## src/design/sgm_pkg.sv

```systemverilog
// Shared types, constants and helpers for the sinogram gap-mask block.
// No dependencies; every other design file but sgm_ram imports this package.
package sgm_pkg;

    localparam int PLANE_CAPACITY = 65536;
    localparam int MAX_PLANES     = 4096;

    localparam int ADDR_W   = $clog2(PLANE_CAPACITY);
    localparam int SIZE_W   = $clog2(PLANE_CAPACITY + 1);
    localparam int PLANE_W  = 12;
    localparam int POS_W    = 16;
    localparam int PCNT_W   = 13;
    localparam int DIM_W    = 11;
    localparam int DATA_W   = 32;
    localparam int ENTRY_W  = DATA_W + 2;

    localparam int RQ_DEPTH = 8;
    localparam int RQ_PTR_W = $clog2(RQ_DEPTH);
    localparam int RQ_CNT_W = $clog2(RQ_DEPTH + 1);

    typedef enum logic [1:0] {
        REG_PLANE_COUNT = 2'd0,
        REG_VIEW_COUNT  = 2'd1,
        REG_PROJ_COUNT  = 2'd2,
        REG_GAP_FILL    = 2'd3
    } reg_idx_t;

    typedef struct packed {
        logic [PCNT_W-1:0]        plane_count;
        logic [DIM_W-1:0]         view_count;
        logic [DIM_W-1:0]         proj_count;
        logic signed [DATA_W-1:0] gap_fill;
    } cfg_t;

    typedef struct packed {
        logic [ADDR_W-1:0]  pos;
        logic [PLANE_W-1:0] plane;
        logic               is_last;
    } seq_t;

    typedef struct packed {
        logic signed [DATA_W-1:0] value;
        logic                     cur_mz;
        logic [ADDR_W-1:0]        pos;
        logic [PLANE_W-1:0]       plane;
        logic                     is_last;
    } s1_item_t;

    typedef struct packed {
        logic signed [DATA_W-1:0] value;
        logic [PLANE_W-1:0]       plane;
        logic [POS_W-1:0]         pos;
        logic                     last;
    } result_t;

    // Replace a positive element by the fill value when it and both neighbours are gaps.
    function automatic logic [DATA_W-1:0] gap_decide(
        input logic [DATA_W-1:0] value,
        input logic              own_mz,
        input logic              down_mz,
        input logic              up_mz,
        input logic [DATA_W-1:0] fill
    );
        logic positive;
        positive = (value != '0) && !value[DATA_W-1];
        if (positive && own_mz && down_mz && up_mz) begin
            return fill;
        end
        return value;
    endfunction

endpackage

```

## src/design/sgm_cfg_regs.sv

```systemverilog
// APB-style configuration registers: plane, view and projection counts and fill value.
// Depends on sgm_pkg.
module sgm_cfg_regs (
    input  logic         aclk,
    input  logic         aresetn,
    input  logic         psel,
    input  logic         penable,
    input  logic         pwrite,
    input  logic [3:0]   paddr,
    input  logic [31:0]  pwdata,
    output logic [31:0]  prdata,
    output logic         pready,
    output sgm_pkg::cfg_t cfg
);
    import sgm_pkg::*;

    cfg_t     cfg_reg;
    reg_idx_t idx;
    logic     wr_en;

    assign pready = 1'b1;
    assign idx    = reg_idx_t'(paddr[3:2]);
    assign wr_en  = psel && penable && pwrite;
    assign cfg    = cfg_reg;

    always_ff @(posedge aclk) begin
        if (!aresetn) begin
            cfg_reg.plane_count <= PCNT_W'(1);
            cfg_reg.view_count  <= DIM_W'(1);
            cfg_reg.proj_count  <= DIM_W'(1);
            cfg_reg.gap_fill    <= '0;
        end else if (wr_en) begin
            case (idx)
                REG_PLANE_COUNT: cfg_reg.plane_count <= pwdata[PCNT_W-1:0];
                REG_VIEW_COUNT:  cfg_reg.view_count  <= pwdata[DIM_W-1:0];
                REG_PROJ_COUNT:  cfg_reg.proj_count  <= pwdata[DIM_W-1:0];
                REG_GAP_FILL:    cfg_reg.gap_fill    <= pwdata;
                default: ;
            endcase
        end
    end

    always_comb begin
        case (idx)
            REG_PLANE_COUNT: prdata = {{(32-PCNT_W){1'b0}}, cfg_reg.plane_count};
            REG_VIEW_COUNT:  prdata = {{(32-DIM_W){1'b0}}, cfg_reg.view_count};
            REG_PROJ_COUNT:  prdata = {{(32-DIM_W){1'b0}}, cfg_reg.proj_count};
            REG_GAP_FILL:    prdata = cfg_reg.gap_fill;
            default:         prdata = '0;
        endcase
    end

endmodule

```

## config.mk

```make
export PLATFORM = sky130hd
export DESIGN_NAME = sgm_cfg_regs
export DESIGN_NICKNAME = d
export VERILOG_FILES = /design/src/design/sgm_pkg.sv /design/src/design/sgm_cfg_regs.sv
export SDC_FILE = /design/constraint.sdc
export NUM_CORES = 1
export LEC_CHECK = 0
export ABC_CLOCK_PERIOD_IN_PS = 1600
export BUFFER_PORTS_ARGS = -buffer_cell sky130_fd_sc_hd__buf_2
export CAP_MARGIN = 25
export CORE_MARGIN = 1
export CORE_UTILIZATION = 26
export CTS_BUF_LIST = sky130_fd_sc_hd__clkbuf_4 sky130_fd_sc_hd__clkbuf_8
export DETAILED_ROUTE_END_ITERATION = 10
export GPL_TIMING_DRIVEN = 0
export SLEW_MARGIN = 20
export SYNTH_ARGS = -nofsm -noshare
export SYNTH_HDL_FRONTEND = slang
export SYNTH_SLANG_ARGS = --single-unit
```

## constraint.sdc

```tcl
create_clock -name aclk -period 1.6 [get_ports aclk]
set_input_delay 0.16 -clock aclk [delete_from_list [all_inputs] [get_ports aclk]]
set_output_delay 0.16 -clock aclk [all_outputs]
set_load 0.005 [all_outputs]
```

==> impl_metrics.tcl <==
set metrics [dict create \
    status "finished, final reports clean" \
    avgSynthCellArea_um2 10.0 \
    gp_congestion 0.782 \
    cts_tree "yes" \
    grt_pass1_vias 2555 \
    cellPowerDensity_nw_per_um2 846 \
    yosysWarnings 0 \
    fin_setup_tns_ps 0 \
    crit_type "flip-flop to primary output" \
    required_ps 1440 \
    die_w_um 110 \
    root_buffer "clkbuf_8" \
    numClockSinks 67 \
    cell_internal_pwr_mw 2.59 \
    synth_seq_area_share_pct 44.4 \
    timing.final.crit_share_pct 92.9 \
    min-delay-start "pwdata[17]" \
    reg2reg_from "cfg[58]" \
    initialDrtViolationCount 81 \
    leakage_nw 2.00 \
    design.final.nets 488 \
    p_seq_share_pct 49.4 \
    post-dp-hpwl_um 7100 \
    placed_cells 579 \
    numCtsBuffers 9 \
    ys_types 18 \
    yosys.area.top_type_share_pct 44.4 \
    pin_count 141 \
    antenna_found_initial 0 \
    coreArea_um2 11400 \
    yosysTopAreaCell "dfxtp_1" \
    tightest_slew_ps 736 \
    die_y_um 110 \
    grt_max_degree 12 \
    place_area_um2 3870 \
    finalCriticalPeriod_ps 1490 \
    combPwrFrac_pct 8.7 \
    drtAntennaViolNets 0 \
    slew_headroom_pct 50.9 \
    swShare_pct 25.0 \
    num-fill-cells 1171 \
    grt_pass1_wl_um 14200 \
    drc_errors 0 \
    finalInstanceArea_um2 4070 \
    overflow 0 \
    fmax_mhz 673 \
    power.share.clock_pct 41.8 \
    routedWlPerCell_um 16.4 \
    vias 2704 \
    wl_met2_um 4660 \
    synth.area.top_cells "dfxtp_1, mux2i_1, nand2_1" \
    crit_arrival_ps 1330 \
    p_sw_mw 0.862 \
    max-vdd-ir-drop_mv 0.278 \
    routed.top_layer "met4" \
    setup-violations-final 0 \
    setup.worst_path.start_class "flip-flop" \
    worstHoldEndpoint "cfg[17]" \
    worst_setup_path_end_kind "primary output" \
    m1WireLength_um 4410 \
    synth_nets 343 \
    utilization_pct 35.8 \
    regArea_um2 1340 \
    cts-htree-levels 3 \
    clock-skew-final_ps 0 \
    vias_per_cell 4.54 \
    hold_path_class "input pin to flip-flop" \
    layout.cells.non_filler 595 \
    hold_viol_final 0 \
    ys_ff_latch 67 \
    initial_core_util_pct 26.6 \
    r2r_slack_ps 930 \
    worst_skew_pair.late_latency_ps 350 \
    cts.clk_slew.worst_paths_ps 80 \
    worstPathMaxFanout 3 \
    syn_inst 302 \
    multi_input_area_um2 1500 \
    area_delta_synth_final_pct 34.7 \
    std_cell_rows 39 \
    slew_violations 0 \
    wl_met3_um 484 \
    clock_path_buffers 2 \
    rsz0062_at_grt "no" \
    totalWireLength_um 9760 \
    drive_above_1_share_pct 39.6 \
    maxCapViolations 0 \
    die_area_um2 12100 \
    fin_hold_ws_ps 45.5 \
    first_pass_iters 4 \
    diodes 0 \
    worstReg2RegEnd "cfg[58]" \
    hold_depth 3 \
    worst-r2r-cell-count 2 \
    cts_hold_buf 0 \
    grt_usage_pct 16.6 \
    largest_register_ffs 67 \
    io_buffers 134 \
    synth_area_um2 3020 \
]
## power groups by stage
stage | Clock [mW] | Combinational [mW] | Sequential [mW]
6_report | 1.44 | 0.301 | 1.70
5_1_grt | 1.58 | 0.332 | 1.71
4_1_cts | 1.49 | 0.306 | 1.70
3_5_place_dp | 0 | 0.305 | 1.74
3_3_place_gp | 0 | 0.300 | 1.74
2_1_floorplan | 0 | 0.163 | 1.74
## cells by family after synthesis
group                  share of synthesized area [%]
other                                          0.124
buffers and inverters                           6.12
muxes                                           30.4
AOI/OAI and AO/OA                              0.579
DFF                                             44.4
and+or+nand+nor                                 18.5
## Yosys cell counts, drive strengths merged
master  instances
a22o            2
clkbuf         14
and2            2
nand3           1
dfxtp          67
nor3b           2
mux4           11
mux2i          67
nor2            1
conb            1
buf            13
nand2          97
and3           20
nor2b           4
## layout make-up
class / count / share of cell area (%)
repair buffers: 134 / 16.5
flip-flops and latches: 67 / 32.9
clock inverters: 5 / 1.29
clock buffers: 11 / 3.56
well taps: 143 / 4.39
multi-input cells: 208 / 36.8
plain buffers: 27 / 4.61
## critical path, stage by stage, from the launching register on
cell and delay (ps):
dfxtp_1 340, mux4_2 480, buf_2 140
## cell usage in the layout, fill, tap and decap left out
cell type	Yosys	layout
dfxtp_1	67	67
and2_4	2	2
clkbuf_4	0	1
buf_6	4	4
clkinvlp_4	0	1
nor3b_1	2	2
and3_1	20	20
mux2i_1	67	67
nand2_2	1	1
mux4_2	11	11
bufinv_16	0	1
nand2_1	96	96
clkinv_2	0	3
clkbuf_2	0	2
nor2b_1	4	4
clkbuf_8	0	10
a22o_1	2	2
conb_1	1	1
nand3_1	1	1
buf_2	1	135
nor2_1	1	1
clkbuf_1	14	12
buf_4	5	5
buf_8	3	3
## what timing repair did
action | in CTS | in global routing
endpoints found under the setup margin | 1 | 1
buffers inserted | 0 | 0
gates resized for setup | 1 | 2
## metrics by stage
stage               setup WS [ps]  total power, mW
global placement             -129             2.04
floorplan                     450             1.90
finish                        114             3.45
global route                 12.8             3.62
CTS                          2.54             3.50
detailed placement           -152             2.05
## how the worst max path moves through the flow
stage	from	slack [ps]	cells after the start	to
2_1_floorplan	paddr[3]	450	4	prdata[0]
3_3_place_gp	paddr[3]	-130	5	prdata[0]
3_5_place_dp	paddr[3]	-150	5	prdata[0]
4_1_cts	paddr[2]	3	5	prdata[9]
5_1_grt	paddr[3]	10	5	prdata[0]
6_report	cfg[3]	110	2	prdata[3]
## metal layers
layer,GRT usage (%),vias up
li1,-,1312
met4,8.38,0
met2,26.1,65
met1,21.2,1312
met3,3.62,15
met5,0,-
No activity file was read; power rests on OpenSTA's default activity.
