--- src/design/sgm_ram.sv ---
// Generic single-write, single-read synchronous RAM with registered read data.
// Stand-alone; a read of the address being written returns the old contents.
module sgm_ram #(
    parameter int WIDTH = 8,
    parameter int DEPTH = 16
) (
    input  logic                     aclk,
    input  logic                     we,
    input  logic [$clog2(DEPTH)-1:0] waddr,
    input  logic [WIDTH-1:0]         wdata,
    input  logic                     re,
    input  logic [$clog2(DEPTH)-1:0] raddr,
    output logic [WIDTH-1:0]         rdata
);

    logic [WIDTH-1:0] mem [DEPTH];

    always_ff @(posedge aclk) begin
        if (we) begin
            mem[waddr] <= wdata;
        end
        if (re) begin
            rdata <= mem[raddr];
        end
    end

endmodule

--- config.mk ---
export PLATFORM = sky130hd
export DESIGN_NAME = sgm_ram
export DESIGN_NICKNAME = d
export VERILOG_FILES = /design/src/design/sgm_ram.sv
export SDC_FILE = /design/constraint.sdc
export NUM_CORES = 1
export LEC_CHECK = 0
export BUFFER_PORTS_ARGS = -buffer_cell sky130_fd_sc_hd__buf_2
export CORE_MARGIN = 3
export CORE_UTILIZATION = 25
export DETAILED_ROUTE_END_ITERATION = 10
export PLACE_DENSITY_LB_ADDON = 0.1
export SLEW_MARGIN = 15
export SYNTH_ARGS = -nofsm -noshare
export SYNTH_HDL_FRONTEND = slang
export SYNTH_SLANG_ARGS = --single-unit
--- constraint.sdc ---
create_clock -name aclk -period 4.8 [get_ports aclk]
set_input_delay 0 -clock aclk [delete_from_list [all_inputs] [get_ports aclk]]
set_output_delay 0 -clock aclk [all_outputs]
set_load 0.05 [all_outputs]
==> summary.txt, run 1 <==
Outcome
  • Status: finished clean

Clock tree
  • Clk slew on worst S/H paths: 0.06 ns
  • CTS Sinks: 136
  • Clock buffer depth: 2
  • Post CTS Setup Buffer Count: 0
  • CTS tree: done
  • Worst-Skew Late Latency: 0.41 ns
  • Htree depth: 4
  • Clock buffer count from CTS: 17
  • CTS root buf: clkbuf_16

Power and ir drop
  • Max VDD drop: 204.6 uV
  • Power per cell area: 429.6 nW/um^2
  • Net Switching: 0.5565 mW
  • Switching fraction of total power: 0.2064
  • Clock power share: 0.447
  • Combinational Power Share: 0.054
  • Share of power burned in registers: 0.500
  • Static leakage: 2.032 nW
  • Cell-internal power: 2.139 mW

Final layout
  • P&R area growth vs syn: 20.06%
  • Fillers: 1970
  • Area of the multi-input gates: 1067 sq um
  • FF+latch area: 4084 sq um
  • Layout Utilization: 0.3082
  • # diodes: 0
  • Non-filler cells, final: 559
  • Number of nets in the layout: 295
  • Layout cells sized above 1: 0.2595

Routing
  • First-pass DRT Iterations: 5
  • Total wire length: 11.74 mm
  • Vias per cell: 4.369
  • DRC viols: 0
  • Remaining antenna violation count after routing: 0
  • Detailed router's first-iteration violation count: 157
  • Wirelength per Cell: 21.01 um
  • Routed vias: 2442

STA
  • Setup Viol. Count Final: 0
  • Layout Skew: 0.008178 ns
  • Fmax: 591.6 MHz
  • RSZ-0062 raised after global routing: no
  • Minimum clock period after layout: 1.690 ns
  • Final slew viol count: 0
  • Slew headroom: 0.2705
  • Endpoints failing hold: 0
  • Worst-margin pin slew: 1.090 ns
  • Setup TNS: 0 ns
  • Fin crit share: 0.3521

Job
  • Max Cap Viol: 0

Yosys
  • Synth top cells by count: 136 x edfxtp_1, 18 x mux4_2, 16 x a22oi_1, 14 x mux4_1, 13 x nor2_1
  • Mapped Area: 5228 sq um
  • Async SR Flop Fraction: 0
  • Synth Area per Inst: 22.83 sq um
  • Most frequent cell after synthesis: edfxtp_1
  • Largest cells by area after synthesis: edfxtp_1 78%, mux4_2 7.8%, mux4_1 7.0%, a22oi_1 2.3%, nor2_1 0.93%
  • Number of synthesized flops with an enable pin: 136
  • Register area share after synthesis: 0.7812
  • Syn Nets: 248
  • Count of cell types in the netlist: 18
  • Synth area leader: edfxtp_1
  • Area share of the largest cell type after synthesis: 0.7812
  • Ys Warns: 0
  • #FFs+latches synth: 136
  • Synthesized instance count: 229
  • Main flop type after synthesis: edfxtp_1

Floorplanning
  • Row cnt: 52
  • I/O Pins: 27
  • Initial Util: 0.2567
  • Die height: 150.6 um
  • DIE AREA: 22680 sq um
  • Core area: 20360 sq um
  • Die W: 150.6 um

Min path
  • Min-delay worst type: input pin to flip-flop

Placement
  • Port Buf Inserts: 26
  • Post-DP HPWL: 7.341 mm
  • Final GP Congestion: 0.6570
  • DP Cell Count: 518

Setup path
  • Kind of critical path: input pin to flip-flop
  • CP max stage delay: 0.63 ns
  • CP max-delay cell: mux4_1
  • Critical path fanouts, max: 22
  • CP Launch Type: input pin
  • Req. time, crit path: 4.96 ns
  • Worst path bufs/invs: 2
  • Crit-path leading delay family: buffers and inverters
  • Critical-path cell list: buf_2 > buf_4 > mux4_1 > a22oi_1 > nand2_1
  • Setup crit end kind: flip-flop
  • Worst EP arrival: 1.85 ns

GRT
  • Total grt overflow: 0
  • GRT Total Usage: 0.1115
  • Largest net degree at the start of global routing: 33
  • Initial antenna violation count: 0
  • Vias in the first global route: 2572
  • First-pass GRT wire length: 17.28 mm
[power groups by stage]
| stage | logic [mW] | clock network, mW | registers (mW) |
|---|---|---|---|
| 6_report | 0.145 | 1.20 | 1.35 |
| 3_3_place_gp | 0.143 | 0 | 1.37 |
| 5_1_grt | 0.158 | 1.29 | 1.35 |
| 4_1_cts | 0.149 | 1.23 | 1.35 |
| 3_5_place_dp | 0.143 | 0 | 1.37 |
| 2_1_floorplan | 0.0675 | 0 | 1.39 |
[state kept, by name, summed over array words and instances, names as in the netlist]
name,flops
mem,128
rdata,8
[cell usage in the layout (no fill, tap or decap), types with 3 or more instances in the layout]
cell type,Yosys,final
nor2_1,13,13
a22oi_1,16,16
nand2_1,9,9
clkinv_2,0,5
buf_4,1,3
edfxtp_1,136,136
clkbuf_16,0,17
dlygate4sd3_1,0,9
buf_2,3,26
clkinv_1,0,5
mux4_1,14,14
mux4_2,18,18
[per-stage QoR]
stage | hold slack [ns] | total power, mW | area, sq um | worst slack, ns
4_1_cts | 0.07885 | 2.727 | 6276 | 3.056
5_1_grt | 0.09658 | 2.792 | 6276 | 3.008
3_3_place_gp | 0.4016 | 1.515 | 5642 | 2.624
2_1_floorplan | 0.09887 | 1.456 | 5228 | 3.307
3_5_place_dp | 0.4020 | 1.515 | 5642 | 2.607
6_report | 0.08813 | 2.696 | 6276 | 3.110
[worst reg2reg max path: stages (launching register included)]
cell	delay [ns]
edfxtp_1	0.37
mux4_1	0.55
a22oi_1	0.29
nand2_1	0.10
[cell families (layout without fill, tap and decap cells)]
kind of cell / count (synthesis) / count (layout) / share of synthesized area
flops: 136 / 136 / 0.7812
simple gates: 35 / 35 / 0.03136
mux: 32 / 32 / 0.1479
compound gates: 16 / 16 / 0.02298
buf+inv: 10 / 70 / 0.01651
[per-layer routing]
layer,share of wire,global-route usage,vias to the layer above
li1,-,-,1076
met1,0.47,0.1537,1313
met2,0.48,0.1675,48
met3,0.042,0.03672,5
met4,0.0076,0.03490,0
met5,0,0,-
[timing repair]
item                                   4_1_cts  5_1_grt
hold buffers                                 9        0
setup endpoints to repair                    0        0
gates resized for setup                      0        0
endpoints found under the hold margin      126        0
[path summary, 6_finish.rpt]
| check | startpoint | endpoint | slack, ns | cells past startpoint |
|---|---|---|---|---|
| min reg2reg | mem[7][0] | rdata[0] | 0.74 | 3 |
| max reg2reg | mem[6][1] | rdata[1] | 3.25 | 3 |
| min | waddr[1] | mem[0][7] | 0.09 | 2 |
| max | raddr[0] | rdata[2] | 3.11 | 5 |
[area by class of cell]
type / instances / share of cell area
repair buffers: 38 / 0.03868
clock inverters: 13 / 0.01774
clock buffers: 19 / 0.06898
multi-input cells: 83 / 0.1701
well taps: 270 / 0.05383
flip-flops and latches: 136 / 0.6507
Power figures use the tool's default switching activity.
==> run 2: changes to the inputs <==
==> constraint.sdc (replaced) <==
create_clock -name aclk -period 1.7 [get_ports aclk]
set_input_delay 0 -clock aclk [delete_from_list [all_inputs] [get_ports aclk]]
set_output_delay 0 -clock aclk [all_outputs]
set_load 0.05 [all_outputs]
==> run 2 against run 1 <==
Against the previous run:
- combinational power rose to 3.1 times the previous value
- critical path depth shrank 2
- clock skew down 0.0032 ns
- register-to-register slack worse by 3.1 ns
- hold slack lost 0.066 ns
- design area grew 4.1%
- setup slack lost 2.9 ns
- via count rose by 1.3%
- first-iteration DRC count down 2.5%
- clock power rose to 3.3 times the previous value
- sequential share of layout area fell by 2.6 points
- critical path type is now flip-flop to flip-flop
- critical endpoint unchanged
- largest power group is now the clock network
- highest routed layer unchanged
==> summary.txt, run 2 (same netlist as run 1, synthesis figures left out) <==
Placement
  • DP Cell Count: 538 (was 518)
  • Port Buf Inserts: 26 (unchanged)
  • Post-Place Worst Slack: 0.0001841 ns (was 2.607 ns)
  • Post-DP HPWL: 8.048 mm (was 7.341 mm)
  • Final GP Congestion: 0.6899 (was 0.6570)

Final layout
  • Layout Utilization: 0.3208 (was 0.3082)
  • P&R area growth vs syn: 24.99% (was 20.06%)
  • # diodes: 0 (unchanged)
  • FF+latch area: 4084 sq um (unchanged)
  • Fillers: 1927 (was 1970)
  • Area of the multi-input gates: 1057 sq um (was 1067 sq um)
  • Most flop-heavy register: mem (unchanged)
  • Number of nets in the layout: 314 (was 295)
  • Most frequent cells in the layout: 136 x edfxtp_1, 26 x buf_2, 20 x buf_4 (was 136 x edfxtp_1, 26 x buf_2, 18 x mux4_2)
  • Non-filler cells, final: 578 (was 559)
  • Commonest non-fill, non-tap cell in the layout: edfxtp_1 (unchanged)
  • Top flop regs: mem (128), rdata (8) (unchanged)
  • Layout cells sized above 1: 0.3149 (was 0.2595)
  • Max FFs per register: 128 (unchanged)

STA
  • RSZ-0062 raised after global routing: no (unchanged)
  • Minimum clock period after layout: 1.537 ns
  • Setup Viol. Count Final: 0 (unchanged)
  • Worst-margin pin slew: 0.7999 ns (was 1.090 ns)
  • Setup TNS: 0 ns (unchanged)
  • Slew headroom: 0.4656 (was 0.2705)
  • Endpoints failing hold: 0 (unchanged)
  • Fin crit share: 0.9042
  • Fmax: 650.6 MHz
  • Final slew viol count: 0 (unchanged)
  • Layout Skew: 0.004954 ns (was 0.008178 ns)
  • Final worst slack: 0.1629 ns (was 3.110 ns)

Routing
  • Total wire length: 12.15 mm (was 11.74 mm)
  • Detailed router's first-iteration violation count: 153 (was 157)
  • Remaining antenna violation count after routing: 0 (unchanged)
  • DRC viols: 0 (unchanged)
  • Routed vias: 2473 (was 2442)
  • Wirelength per Cell: 21.02 um (was 21.01 um)
  • First-pass DRT Iterations: 4 (was 5)
  • Vias per cell: 4.279 (was 4.369)

Floorplanning
  • Initial Util: 0.2567 (unchanged)
  • Die height: 150.6 um (unchanged)
  • Die W: 150.6 um (unchanged)
  • I/O Pins: 27 (unchanged)
  • Core area: 20360 sq um (unchanged)
  • Row cnt: 52 (unchanged)
  • DIE AREA: 22680 sq um (unchanged)

Setup path
  • RR Endpoint: rdata[2] (was rdata[1])
  • Reg-to-Reg Start: mem[10][2] (was mem[6][1])
  • Worst EP arrival: 1.69 ns (was 1.85 ns)
  • Worst R2R Setup Slack: 0.16 ns (was 3.25 ns)
  • Worst path bufs/invs: 0 (was 2)
  • Critical path fanouts, max: 1 (was 22)
  • CP Launch Type: flip-flop (was input pin)
  • CP max stage delay: 0.50 ns (was 0.63 ns)
  • Kind of critical path: flip-flop to flip-flop (was input pin to flip-flop)
  • Crit-path leading delay family: multiplexers (was buffers and inverters)
  • CP max-delay cell: mux4_1 (unchanged)
  • Critical-path cell list: mux4_1 > a22oi_1 > nand2_1 (was buf_2 > buf_4 > mux4_1 > a22oi_1 > nand2_1)
  • Worst R2R Path Depth: 3 (unchanged)
  • Setup crit end kind: flip-flop (unchanged)
  • Req. time, crit path: 1.85 ns (was 4.96 ns)

GRT
  • GRT Total Usage: 0.1143 (was 0.1115)
  • Vias in the first global route: 2663 (was 2572)
  • Largest net degree at the start of global routing: 20 (was 33)
  • Total grt overflow: 0 (unchanged)
  • Initial antenna violation count: 0 (unchanged)
  • First-pass GRT wire length: 17.71 mm (was 17.28 mm)

Clock tree
  • Clk slew on worst S/H paths: 0.06 ns (about the same)
  • CTS Sinks: 136 (unchanged)
  • Htree depth: 4 (unchanged)
  • PostCTS Resize Cnt: 0 (unchanged)
  • Clock buffer depth: 2 (unchanged)
  • CTS tree: done (unchanged)
  • Clock buffer count from CTS: 17 (unchanged)
  • Worst-Skew Late Latency: 0.41 ns (about the same)
  • CTS root buf: clkbuf_16 (unchanged)

Outcome
  • Status: finished clean (unchanged)

Job
  • Max Cap Viol: 0 (unchanged)

Power and ir drop
  • Max VDD drop: 585.5 uV (was 204.6 uV)
  • Static leakage: 2.181 nW (was 2.032 nW)
  • Power per cell area: 1251 nW/um^2 (was 429.6 nW/um^2)

Min path
  • Min-delay worst type: input pin to flip-flop (unchanged)
  • Sink of the worst hold path: mem[7][2] (was mem[0][7])
  • Hold path cells: 1 (was 2)
  • Hold_sp: wdata[2] (was waddr[1])
==> run 2: cell count changes in the layout (fill, tap and decap cells not counted), sizes merged <==
cell         change
clkinvlp         +1
dlygate4sd3      -1
buf             +20
bufinv           +3
clkbuf           -1
clkinv           -3
==> run 2: how the worst max path moves through the flow <==
stage | startpoint | endpoint | slack (ns) | cells after the start
floorplan | waddr[2] | mem[0][0] | 0.21 | 2
global placement | raddr[0] | rdata[1] | -0.03 | 6
detailed placement | raddr[0] | rdata[3] | 0.0002 | 6
CTS | mem[7][6] | rdata[6] | 0.14 | 3
global route | mem[10][2] | rdata[2] | 0.1 | 3
finish | mem[10][2] | rdata[2] | 0.16 | 3
==> run 2: area by class of cell <==
cell class                 count  share of cell area
sequential                   136              0.6250
multi-input combinational     83              0.1618
clock buffer                  18             0.06568
timing repair buffer          57             0.06434
tap                          270             0.05170
clock inverter                14             0.03141
==> run 2: per-layer routing <==
layer,track usage,wire [um]
met1,0.1519,5605
met5,0,0
met3,0.03251,482
met4,0.04352,184
met2,0.1785,5875
==> run 2: through the flow <==
stage	cell area, sq um	power, mW	hold slack (ns)
after floorplan	5228	4.111	0.09887
after global placement	5819	4.313	0.4132
after detailed placement	5819	4.314	0.4070
after CTS	6534	8.278	0.01097
after global routing	6534	8.459	0.02046
final	6534	8.174	0.02170
==> run 2: timing repair <==
action	4_1_cts	5_1_grt
endpoints found under the hold margin	112	0
hold buffers	8	0
setup buffers	0	0
==> run 2: report_power, final <==
part	switching (mW)	total, mW	internal (mW)
Sequential	0.0191	3.80	3.78
Clock	1.34	3.93	2.59
Combinational	0.277	0.446	0.169
