[config.mk]
export PLATFORM = sky130hd
export DESIGN_NAME = sgm_seq
export DESIGN_NICKNAME = d
export VERILOG_FILES = /design/src/design/sgm_pkg.sv /design/src/design/sgm_seq.sv
export SDC_FILE = /design/constraint.sdc
export NUM_CORES = 1
export LEC_CHECK = 0
export BUFFER_PORTS_ARGS = -buffer_cell sky130_fd_sc_hd__buf_2
export CORE_UTILIZATION = 55
export CTS_CLUSTER_SIZE = 28
export DETAILED_ROUTE_END_ITERATION = 10
export PLACE_DENSITY_LB_ADDON = 0.25
export SKIP_CTS_REPAIR_TIMING = 1
export SYNTH_ARGS = -nofsm -noshare
export SYNTH_HDL_FRONTEND = slang
export SYNTH_SLANG_ARGS = --single-unit
[constraint.sdc]
create_clock -name aclk -period 11.5 [get_ports aclk]
set_input_delay 1.15 -clock aclk [delete_from_list [all_inputs] [get_ports aclk]]
set_output_delay 1.15 -clock aclk [all_outputs]
set_load 0.05 [all_outputs]
[src/design/sgm_pkg.sv]
// Shared types, constants and helpers for the sinogram gap-mask block.
// No dependencies; every other design file but sgm_ram imports this package.
package sgm_pkg;

    localparam int PLANE_CAPACITY = 65536;
    localparam int MAX_PLANES     = 4096;

    localparam int ADDR_W   = $clog2(PLANE_CAPACITY);
    localparam int SIZE_W   = $clog2(PLANE_CAPACITY + 1);
    localparam int PLANE_W  = 12;
    localparam int POS_W    = 16;
    localparam int PCNT_W   = 13;
    localparam int DIM_W    = 11;
    localparam int DATA_W   = 32;
    localparam int ENTRY_W  = DATA_W + 2;

    localparam int RQ_DEPTH = 8;
    localparam int RQ_PTR_W = $clog2(RQ_DEPTH);
    localparam int RQ_CNT_W = $clog2(RQ_DEPTH + 1);

    typedef enum logic [1:0] {
        REG_PLANE_COUNT = 2'd0,
        REG_VIEW_COUNT  = 2'd1,
        REG_PROJ_COUNT  = 2'd2,
        REG_GAP_FILL    = 2'd3
    } reg_idx_t;

    typedef struct packed {
        logic [PCNT_W-1:0]        plane_count;
        logic [DIM_W-1:0]         view_count;
        logic [DIM_W-1:0]         proj_count;
        logic signed [DATA_W-1:0] gap_fill;
    } cfg_t;

    typedef struct packed {
        logic [ADDR_W-1:0]  pos;
        logic [PLANE_W-1:0] plane;
        logic               is_last;
    } seq_t;

    typedef struct packed {
        logic signed [DATA_W-1:0] value;
        logic                     cur_mz;
        logic [ADDR_W-1:0]        pos;
        logic [PLANE_W-1:0]       plane;
        logic                     is_last;
    } s1_item_t;

    typedef struct packed {
        logic signed [DATA_W-1:0] value;
        logic [PLANE_W-1:0]       plane;
        logic [POS_W-1:0]         pos;
        logic                     last;
    } result_t;

    // Replace a positive element by the fill value when it and both neighbours are gaps.
    function automatic logic [DATA_W-1:0] gap_decide(
        input logic [DATA_W-1:0] value,
        input logic              own_mz,
        input logic              down_mz,
        input logic              up_mz,
        input logic [DATA_W-1:0] fill
    );
        logic positive;
        positive = (value != '0) && !value[DATA_W-1];
        if (positive && own_mz && down_mz && up_mz) begin
            return fill;
        end
        return value;
    endfunction

endpackage

[src/design/sgm_seq.sv]
// Position and plane counters: clamp the sizes, give each accepted item its place.
// Depends on sgm_pkg.
module sgm_seq (
    input  logic          aclk,
    input  logic          aresetn,
    input  sgm_pkg::cfg_t cfg,
    input  logic          advance,
    output sgm_pkg::seq_t seq
);
    import sgm_pkg::*;

    logic [ADDR_W-1:0]    pos_reg,   pos_next;
    logic [PLANE_W-1:0]   plane_reg, plane_next;
    logic [PCNT_W-1:0]    planes;
    logic [DIM_W-1:0]     views, projs;
    logic [2*DIM_W-1:0]   prod;
    logic [SIZE_W-1:0]    size;
    logic [ADDR_W-1:0]    pos_eff;
    logic [PLANE_W-1:0]   plane_eff;
    logic                 is_last;
    logic                 wrap;

    always_comb begin
        views = (cfg.view_count == '0) ? DIM_W'(1) : cfg.view_count;
        projs = (cfg.proj_count == '0) ? DIM_W'(1) : cfg.proj_count;
        prod  = views * projs;
        if (prod > (2*DIM_W)'(PLANE_CAPACITY)) begin
            size = SIZE_W'(PLANE_CAPACITY);
        end else begin
            size = prod[SIZE_W-1:0];
        end

        if (cfg.plane_count == '0) begin
            planes = PCNT_W'(1);
        end else if (cfg.plane_count > PCNT_W'(MAX_PLANES)) begin
            planes = PCNT_W'(MAX_PLANES);
        end else begin
            planes = cfg.plane_count;
        end

        // Restart a counter left beyond a freshly written limit.
        pos_eff   = ({1'b0, pos_reg} >= size) ? '0 : pos_reg;
        plane_eff = ({1'b0, plane_reg} >= planes) ? '0 : plane_reg;
        is_last   = ({1'b0, plane_eff} + PCNT_W'(1)) >= planes;
        wrap      = ({1'b0, pos_eff} + SIZE_W'(1)) >= size;

        pos_next   = pos_reg;
        plane_next = plane_reg;
        if (advance) begin
            if (wrap) begin
                pos_next   = '0;
                plane_next = is_last ? '0 : plane_eff + PLANE_W'(1);
            end else begin
                pos_next   = pos_eff + ADDR_W'(1);
                plane_next = plane_eff;
            end
        end

        seq.pos     = pos_eff;
        seq.plane   = plane_eff;
        seq.is_last = is_last;
    end

    always_ff @(posedge aclk) begin
        if (!aresetn) begin
            pos_reg   <= '0;
            plane_reg <= '0;
        end else begin
            pos_reg   <= pos_next;
            plane_reg <= plane_next;
        end
    end

endmodule

==> results of run 1 <==
-- report_power, final --
group | switching [µW] | internal [µW]
sequential | 5.61 | 101
clock | 34.6 | 46.3
combinational | 1070 | 823
-- worst min-delay path, cell delays in order, from the launching register on --
cell and delay [ns]:
sky130_fd_sc_hd__dfxtp_1 0.34, sky130_fd_sc_hd__nand2b_1 0.08, sky130_fd_sc_hd__a21oi_1 0.05
-- kinds of logic after synthesis --
group,count (synthesis),synth area share
xor gates and xnor gates,36,0.0430
buffers and inverters,153,0.0769
and+or+nand+nor,352,0.242
adders and majority gates,200,0.404
muxes,9,0.0117
DFF,28,0.0730
AOI/OAI and AO/OA,161,0.149
-- worst min path at each step --
stage	slack, ns	cells past startpoint	start	endpoint
after detailed placement	0.50	2	pos_reg[0]$_SDFFE_PN0P_	pos_reg[0]$_SDFFE_PN0P_
after global placement	0.50	2	pos_reg[0]$_SDFFE_PN0P_	pos_reg[0]$_SDFFE_PN0P_
after global routing	0.52	2	pos_reg[0]$_SDFFE_PN0P_	pos_reg[0]$_SDFFE_PN0P_
after CTS	0.51	2	pos_reg[0]$_SDFFE_PN0P_	pos_reg[0]$_SDFFE_PN0P_
final	0.51	2	pos_reg[0]$_SDFFE_PN0P_	pos_reg[0]$_SDFFE_PN0P_
after floorplan	0.47	1	plane_reg[0]$_SDFFE_PN0P_	plane_reg[0]$_SDFFE_PN0P_
-- cell usage after synthesis (23+ instances only) --
cell type,n
sky130_fd_sc_hd__dfxtp_1,28
sky130_fd_sc_hd__nor2b_1,43
sky130_fd_sc_hd__nand2_1,87
sky130_fd_sc_hd__o21ai_0,23
sky130_fd_sc_hd__a21oi_1,36
sky130_fd_sc_hd__clkbuf_1,31
sky130_fd_sc_hd__ha_1,120
sky130_fd_sc_hd__fa_1,80
sky130_fd_sc_hd__and2_1,58
sky130_fd_sc_hd__inv_1,114
sky130_fd_sc_hd__nor2_1,58
sky130_fd_sc_hd__nand3_1,24
-- per-stage QoR --
| step | hold slack, ns | setup TNS (ns) | power [µW] |
|---|---|---|---|
| after floorplan | 0.471 | 0 | 1330 |
| after global placement | 0.497 | -0.348 | 1650 |
| after detailed placement | 0.497 | -3.22 | 1680 |
| after CTS | 0.506 | 0 | 1770 |
| after global routing | 0.523 | -1.14 | 2310 |
| final | 0.509 | 0 | 2080 |
-- cell type report --
type / count / area, µm²
tap: 176 / 220
multi-input combinational: 758 / 6840
clock buffer: 3 / 75.1
inverter: 115 / 432
fill: 1217 / 4660
timing repair buffer: 108 / 667
sequential: 28 / 561
-- routing by layer --
layer	track usage	vias up	part of all wire
met3	0.0333	18	0.047
met1	0.333	3255	0.45
met5	0	-	0
met2	0.448	148	0.49
li1	-	3322	-
met4	0.0242	0	0.0090
==> impl.org, run 1 <==
** Floorplanning
- For this configuration, the core starts out at a cell density of 0.571.
- Placeable Area :: 13500 µm²
- Floorplan die area :: about 14000 µm²
- The die is between 100 and 150 µm wide.
- Std cell rows :: between 40 and 50
- I/O pins :: ~100
- Die height :: about 120 µm

** Route
- Once detail routing completed, the nets flagged for antenna violations numbered 0.
- Detailed-routing iteration count for the pre-antenna-repair pass :: 5
- Iter 0 DRT Violations :: about 340
- After detailed routing, the total wire length is ~18000 µm.
- Average routed wire per standard cell :: approximately 15 µm
- Dividing the detail-routed via count by the number of cells gives ~5.7.
- After detailed routing, the number of remaining DRC violations is 0.
- The detailed router placed roughly 6700 vias in this run.

** GRT
- The via count of the first global-routing pass is ~6700.
- Entering global routing, the biggest net connects 31 pins.
- The first global-routing pass estimated ~30000 µm of wire.
- Across every metal layer, demand over resource in global routing totals 0.251.
- Number of antenna violations at the first check in global routing :: 0
- Global route overflow :: 0

** Final layout
- At the end of the flow, the number of nets in the layout was 1284.
- Layout cell share with drive strength beyond 1 :: 0.179
- Final standard cell count with taps included and fillers excluded :: approximately 1200
- Once layout is complete, the utilization of the core stands at 0.654.
- Most frequent standard cell in the layout excluding fill and tap cells :: sky130_fd_sc_hd__ha_1
- Count of inserted antenna diode cells :: 0
- Growth of design area from synthesis to finish :: 14.5%
- Post-route design area :: between 8000 and 9000 µm²
- The register with the most flip-flops in the layout has 16 of them.
- In the layout the commonest cells are 116 x sky130_fd_sc_hd__ha_1, 114 x sky130_fd_sc_hd__inv_1, 84 x sky130_fd_sc_hd__nand2_1, 79 x sky130_fd_sc_hd__fa_1, 67 x sky130_fd_sc_hd__buf_2.

** Timing
- Dividing the final minimum period by the clock period gives 0.962.
- After layout, the minimum clock period comes to ~11 ns.
- Hold Vio Cnt, Final :: 0
- Pins Over Slew Limit :: 0
- For the pin with the worst max-slew slack, the measured transition is just over 0.7 ns.
- Setup violations remaining at the end of the flow were counted as 0.
- Smallest setup slack after layout :: 0.437 ns
- Static timing analysis puts the maximum clock frequency at 0.0904 GHz.
- Worst setup skew after layout :: 0.00622 ns
- Max-Slew Margin vs Limit :: 0.521

** Worst setup path
- Together, buffers and inverters on the worst path number 8.
- Timing endpoint of the critical path :: pos_reg[6]$_SDFFE_PN0P_
- In this run the critical register-to-register path is launched from plane_reg[0]$_SDFFE_PN0P_.
- Arrival time of data at the critical path endpoint :: 11.23 ns
- For flop-to-flop paths, the worst setup slack is between 6 and 7 ns.
- Path depth of the worst reg2reg path :: 24
- In this run the worst path has a maximum fanout of 10.
- Endpoint of the worst register-to-register path :: plane_reg[9]$_SDFFE_PN0P_
- Critical Path Sink Type :: register
- STA classifies the critical path startpoint as a primary input.
- Stage delay of the slowest cell on the critical path :: 0.54 ns
- Dominant delay contributor by cell family on the critical path :: adder cells
- By instance count, the cell type seen most on the critical path is sky130_fd_sc_hd__fa_1.
- The critical path starts at cfg[53].
- The critical path runs through a total of 49 cells.
- Required time at the endpoint of the critical path :: 11.67 ns
- The critical path is of the in2reg type.
- Cell at the slowest stage of the critical path :: sky130_fd_sc_hd__fa_1

** Outcome
- The flow ran to the end, and the final reports show no timing, DRC or antenna violations.

** Logic synthesis
- Cell types with the largest area share after synthesis :: sky130_fd_sc_hd__fa_1 21%, sky130_fd_sc_hd__ha_1 20%, sky130_fd_sc_hd__dfxtp_1 7.3%
- The share of synthesized area in the top cell type comes to 0.209.
- In this run the mean area of a mapped cell was slightly above 8 µm².
- Most common flop cell mapped by yosys :: sky130_fd_sc_hd__dfxtp_1
- In this run, synthesis inferred 0 flip-flops with an integrated enable.
- Synthesized instance count :: ~940
- Of the synthesized area, sequential elements account for 0.0730.
- The number of different library cells used by synthesis comes to 74.
- Proportion of synthesized flip-flops having asynchronous set or reset :: 0
- The biggest area contributor in the post-synthesis netlist is sky130_fd_sc_hd__fa_1.
- In this run, synthesis produced a sequential element count of 28.
- Yosys printed 0 warnings.
- Number of nets produced by synthesis :: between 1000 and 1500
- Cell area after synthesis :: 7680 µm²

** Placement
- HPWL after detailed placement :: ~14000 µm
- In this run the tool buffered the top-level ports with 66 buffer cells.
- After detailed placement, the total cell area comes to between 8000 and 9000 µm².
- Weighted congestion reported at the end of routability-driven placement :: around 0.86
- Before CTS, the worst setup slack after placement is -0.216 ns.
- The number of placed instances, taps included, is 1171.

** Min path
- Path category of the worst min-delay check :: reg2reg

** CTS
- TritonCTS built the clock tree.
- Sink count of the clock tree :: 28
- Clock tree root driver cell :: sky130_fd_sc_hd__clkbuf_16
- At the later pin of the worst-skew pair, clock insertion delay measures about 0.27 ns.
- Maximum clock insertion buffer count :: 2
- H-tree depth reported by CTS :: 1
- After clock tree synthesis, the clock-pin slew on the worst setup and hold paths is roughly 0.070 ns.
- Clock buffer count from CTS :: 3

** Pwr
- VDD sags by at most between 0.2 and 0.25 mV.
- Pwr/cell area :: around 240 nW/µm²
- Pleak :: 0.00443 µW

** Job
- Max-cap violations in this run came to 0.
Power figures use the tool's default switching activity.
==> run 2: changes to the inputs <==
- BUFFER_PORTS_ARGS: -buffer_cell sky130_fd_sc_hd__buf_2 -> unset
- CORE_UTILIZATION: 55 -> 59
- DONT_BUFFER_PORTS: unset -> 1
==> impl.org, run 2 (synthesis results as in run 1) <==
** Timing
- Hold Vio Cnt, Final :: 0
- Final worst path period need :: roughly 11 ns
- Between clock sinks in the finished design, the worst skew comes to 0.00285 ns.
- For the pin with the worst max-slew slack, the measured transition is ~1.1 ns.
- In this run the tightest slew margin relative to its limit is 0.279.
- Maximum operating frequency :: 0.0905 GHz
- Final worst path period share :: 0.961
- For the final routed database, the setup TNS stands at 0 ns.
- Smallest setup slack after layout :: around 0.45 ns
- Setup violations remaining at the end of the flow were counted as 0.
- The number of pins with negative max-slew slack in the final report came to 0.

** Worst setup path
- The cell family contributing the most delay on the critical path is adder cells.
- The largest individual stage delay along the critical path comes from the cell sky130_fd_sc_hd__fa_1.
- Required time at the endpoint of the critical path :: 11.68 ns
- Element type at the critical path start :: primary input
- The worst setup path is of the in2reg kind.
- Stage delay of the slowest cell on the critical path :: 0.54 ns
- The most critical setup path has its startpoint at cfg[44].
- The worst register-to-register path begins at plane_reg[0]$_SDFFE_PN0P_.
- Critical Path Sink Type :: register
- Path depth of the worst reg2reg path :: 24
- Endpoint of the worst register-to-register path :: plane_reg[9]$_SDFFE_PN0P_
- Data on the critical path arrives at its endpoint at about 11 ns.
- In this run the worst setup path terminates at plane_reg[9]$_SDFFE_PN0P_.
- The critical path crosses 48 cells after its start point.
- The critical path contains buffers and inverters numbering 6 combined.
- Maximum net fanout on the critical path :: 21
- In this design, the critical path's most frequently occurring cell is sky130_fd_sc_hd__fa_1.
- For flop-to-flop paths, the worst setup slack is ~5.5 ns.

** Pwr
- Peak supply drop :: about 0.16 mV
- Pleak :: slightly above 0.004 µW
- In this run the power density over the cells is 227 nW/µm².

** Route
- Total wire length after detailed routing :: approximately 17000 µm
- The pre-antenna-repair detailed-routing pass consisted of 5 iterations.
- Average routed wire per standard cell :: 15.6 µm
- The routed layout has 6511 vias.
- Drt drc :: 0
- After detailed routing, the number of vias per cell comes to about 5.9.
- Final ANT Viol Nets :: 0
- Iter 0 DRT Violations :: between 300 and 400

** Final layout
- Number of fill cells :: between 1000 and 1500
- Most frequent standard cell in the layout excluding fill and tap cells :: sky130_fd_sc_hd__ha_1
- Total area of multi-input combinational cells :: approximately 6700 µm²
- From synthesis to final layout, the design area changed by 7.32%.
- The number of antenna diodes in the final layout is 0.
- The net count of the finished layout is 1203.
- Area of all sequential standard cells :: around 560 µm²
- The finished cells cover between 8000 and 9000 µm².
- Most used cells in the layout excluding fill and tap cells :: 115 x sky130_fd_sc_hd__ha_1, 114 x sky130_fd_sc_hd__inv_1, 86 x sky130_fd_sc_hd__nand2_1, 80 x sky130_fd_sc_hd__fa_1, 58 x sky130_fd_sc_hd__and2_1
- Flip-flop count of the largest register after layout :: 16
- Layout cell share with drive strength beyond 1 :: 0.0870
- Share of the core filled with cells in the final layout :: 0.650

** Floorplanning
- Overall die width :: between 100 and 150 µm
- Starting density of the core :: 0.606
- The core region is 12700 µm².
- The floorplan step set the die height to 116 µm.
- I/O pins :: between 90 and 100
- Floorplan die area :: 13500 µm²
- In this run the core area contains 41 standard-cell rows.

** Placement
- Number of input and output port buffers inserted :: 0
- Post-Place Cell Area :: 7960 µm²
- The HPWL after detailed placement is 13600 µm.
- Before CTS, the worst setup slack after placement is 0.00604 ns.
- Routability-driven placement finished with a final weighted congestion of about 0.85.

** Min path
- Path category of the worst min-delay check :: reg2reg
- Instance count along the most critical hold path :: 2

** Job
- Max-cap violations in this run came to 0.

** CTS
- Clock latency on the worst-skew pair, taken at its later pin, is about 0.27 ns.
- TritonCTS built the clock tree.
- CTS built an H-tree with a depth of 1.
- The clock passes through at most 2 buffers.
- Register clock-pin slew on the reported worst setup and hold paths :: about 0.070 ns
- The number of clock buffers added by TritonCTS is 3.
- The cell sitting at the root of the clock tree is a sky130_fd_sc_hd__clkbuf_16.
- Clock tree synthesis found a total of 28 sinks.

** GRT
- Number of antenna violations at the first check in global routing :: 0
- Entering global routing, the biggest net connects 34 pins.
- The first global-routing pass estimated between 30000 and 40000 µm of wire.
- Vias in the first global route :: around 6600
- After global routing the overflow that remains totals 0.
- In the global route stage, overall resource usage came out at 0.274.

** Outcome
- The run finished with clean final reports.
## run 2: power by group
group	internal [µW]	switching, µW
Sequential	101	6.02
Combinational	702	981
Clock	46.3	35.0
Total	850	1020
## run 2: worst min path at each step
| stage | from | endpoint | slack (ns) |
|---|---|---|---|
| floorplan | plane_reg[0]$_SDFFE_PN0P_ | plane_reg[0]$_SDFFE_PN0P_ | 0.47 |
| global placement | pos_reg[0]$_SDFFE_PN0P_ | pos_reg[0]$_SDFFE_PN0P_ | 0.49 |
| detailed placement | pos_reg[0]$_SDFFE_PN0P_ | pos_reg[0]$_SDFFE_PN0P_ | 0.50 |
| CTS | pos_reg[0]$_SDFFE_PN0P_ | pos_reg[0]$_SDFFE_PN0P_ | 0.51 |
| global route | pos_reg[0]$_SDFFE_PN0P_ | pos_reg[0]$_SDFFE_PN0P_ | 0.54 |
| finish | pos_reg[0]$_SDFFE_PN0P_ | pos_reg[0]$_SDFFE_PN0P_ | 0.51 |
## run 2: tightest hold or removal path, delay by kind of cell (launching register included)
kind | cells | cell delay, ns
DFF | 1 | 0.34
and+or+nand+nor | 1 | 0.07
AOI/OAI and AO/OA | 1 | 0.05
## run 2: layout make-up
type                       count  share of cell area
tap                          172              0.0261
sequential                    28              0.0680
clock buffer                   3             0.00911
multi-input combinational    758               0.816
timing repair buffer          27              0.0285
inverter                     115              0.0524
## run 2: metal layers
layer  up-vias  wire [µm]  global-route usage
met4         0        182              0.0342
met2       154       8410               0.488
met3        21        858              0.0394
li1       3156          -                   -
met5         -          0                   0
met1      3180       7790               0.363
## run 2: through the flow
stage	hold slack, ns	instances	total power, µW
after floorplan	0.471	939	1330
after global placement	0.489	1095	1600
after detailed placement	0.498	1095	1610
after CTS	0.509	1098	1710
after global routing	0.542	1103	2100
final	0.511	1103	1870
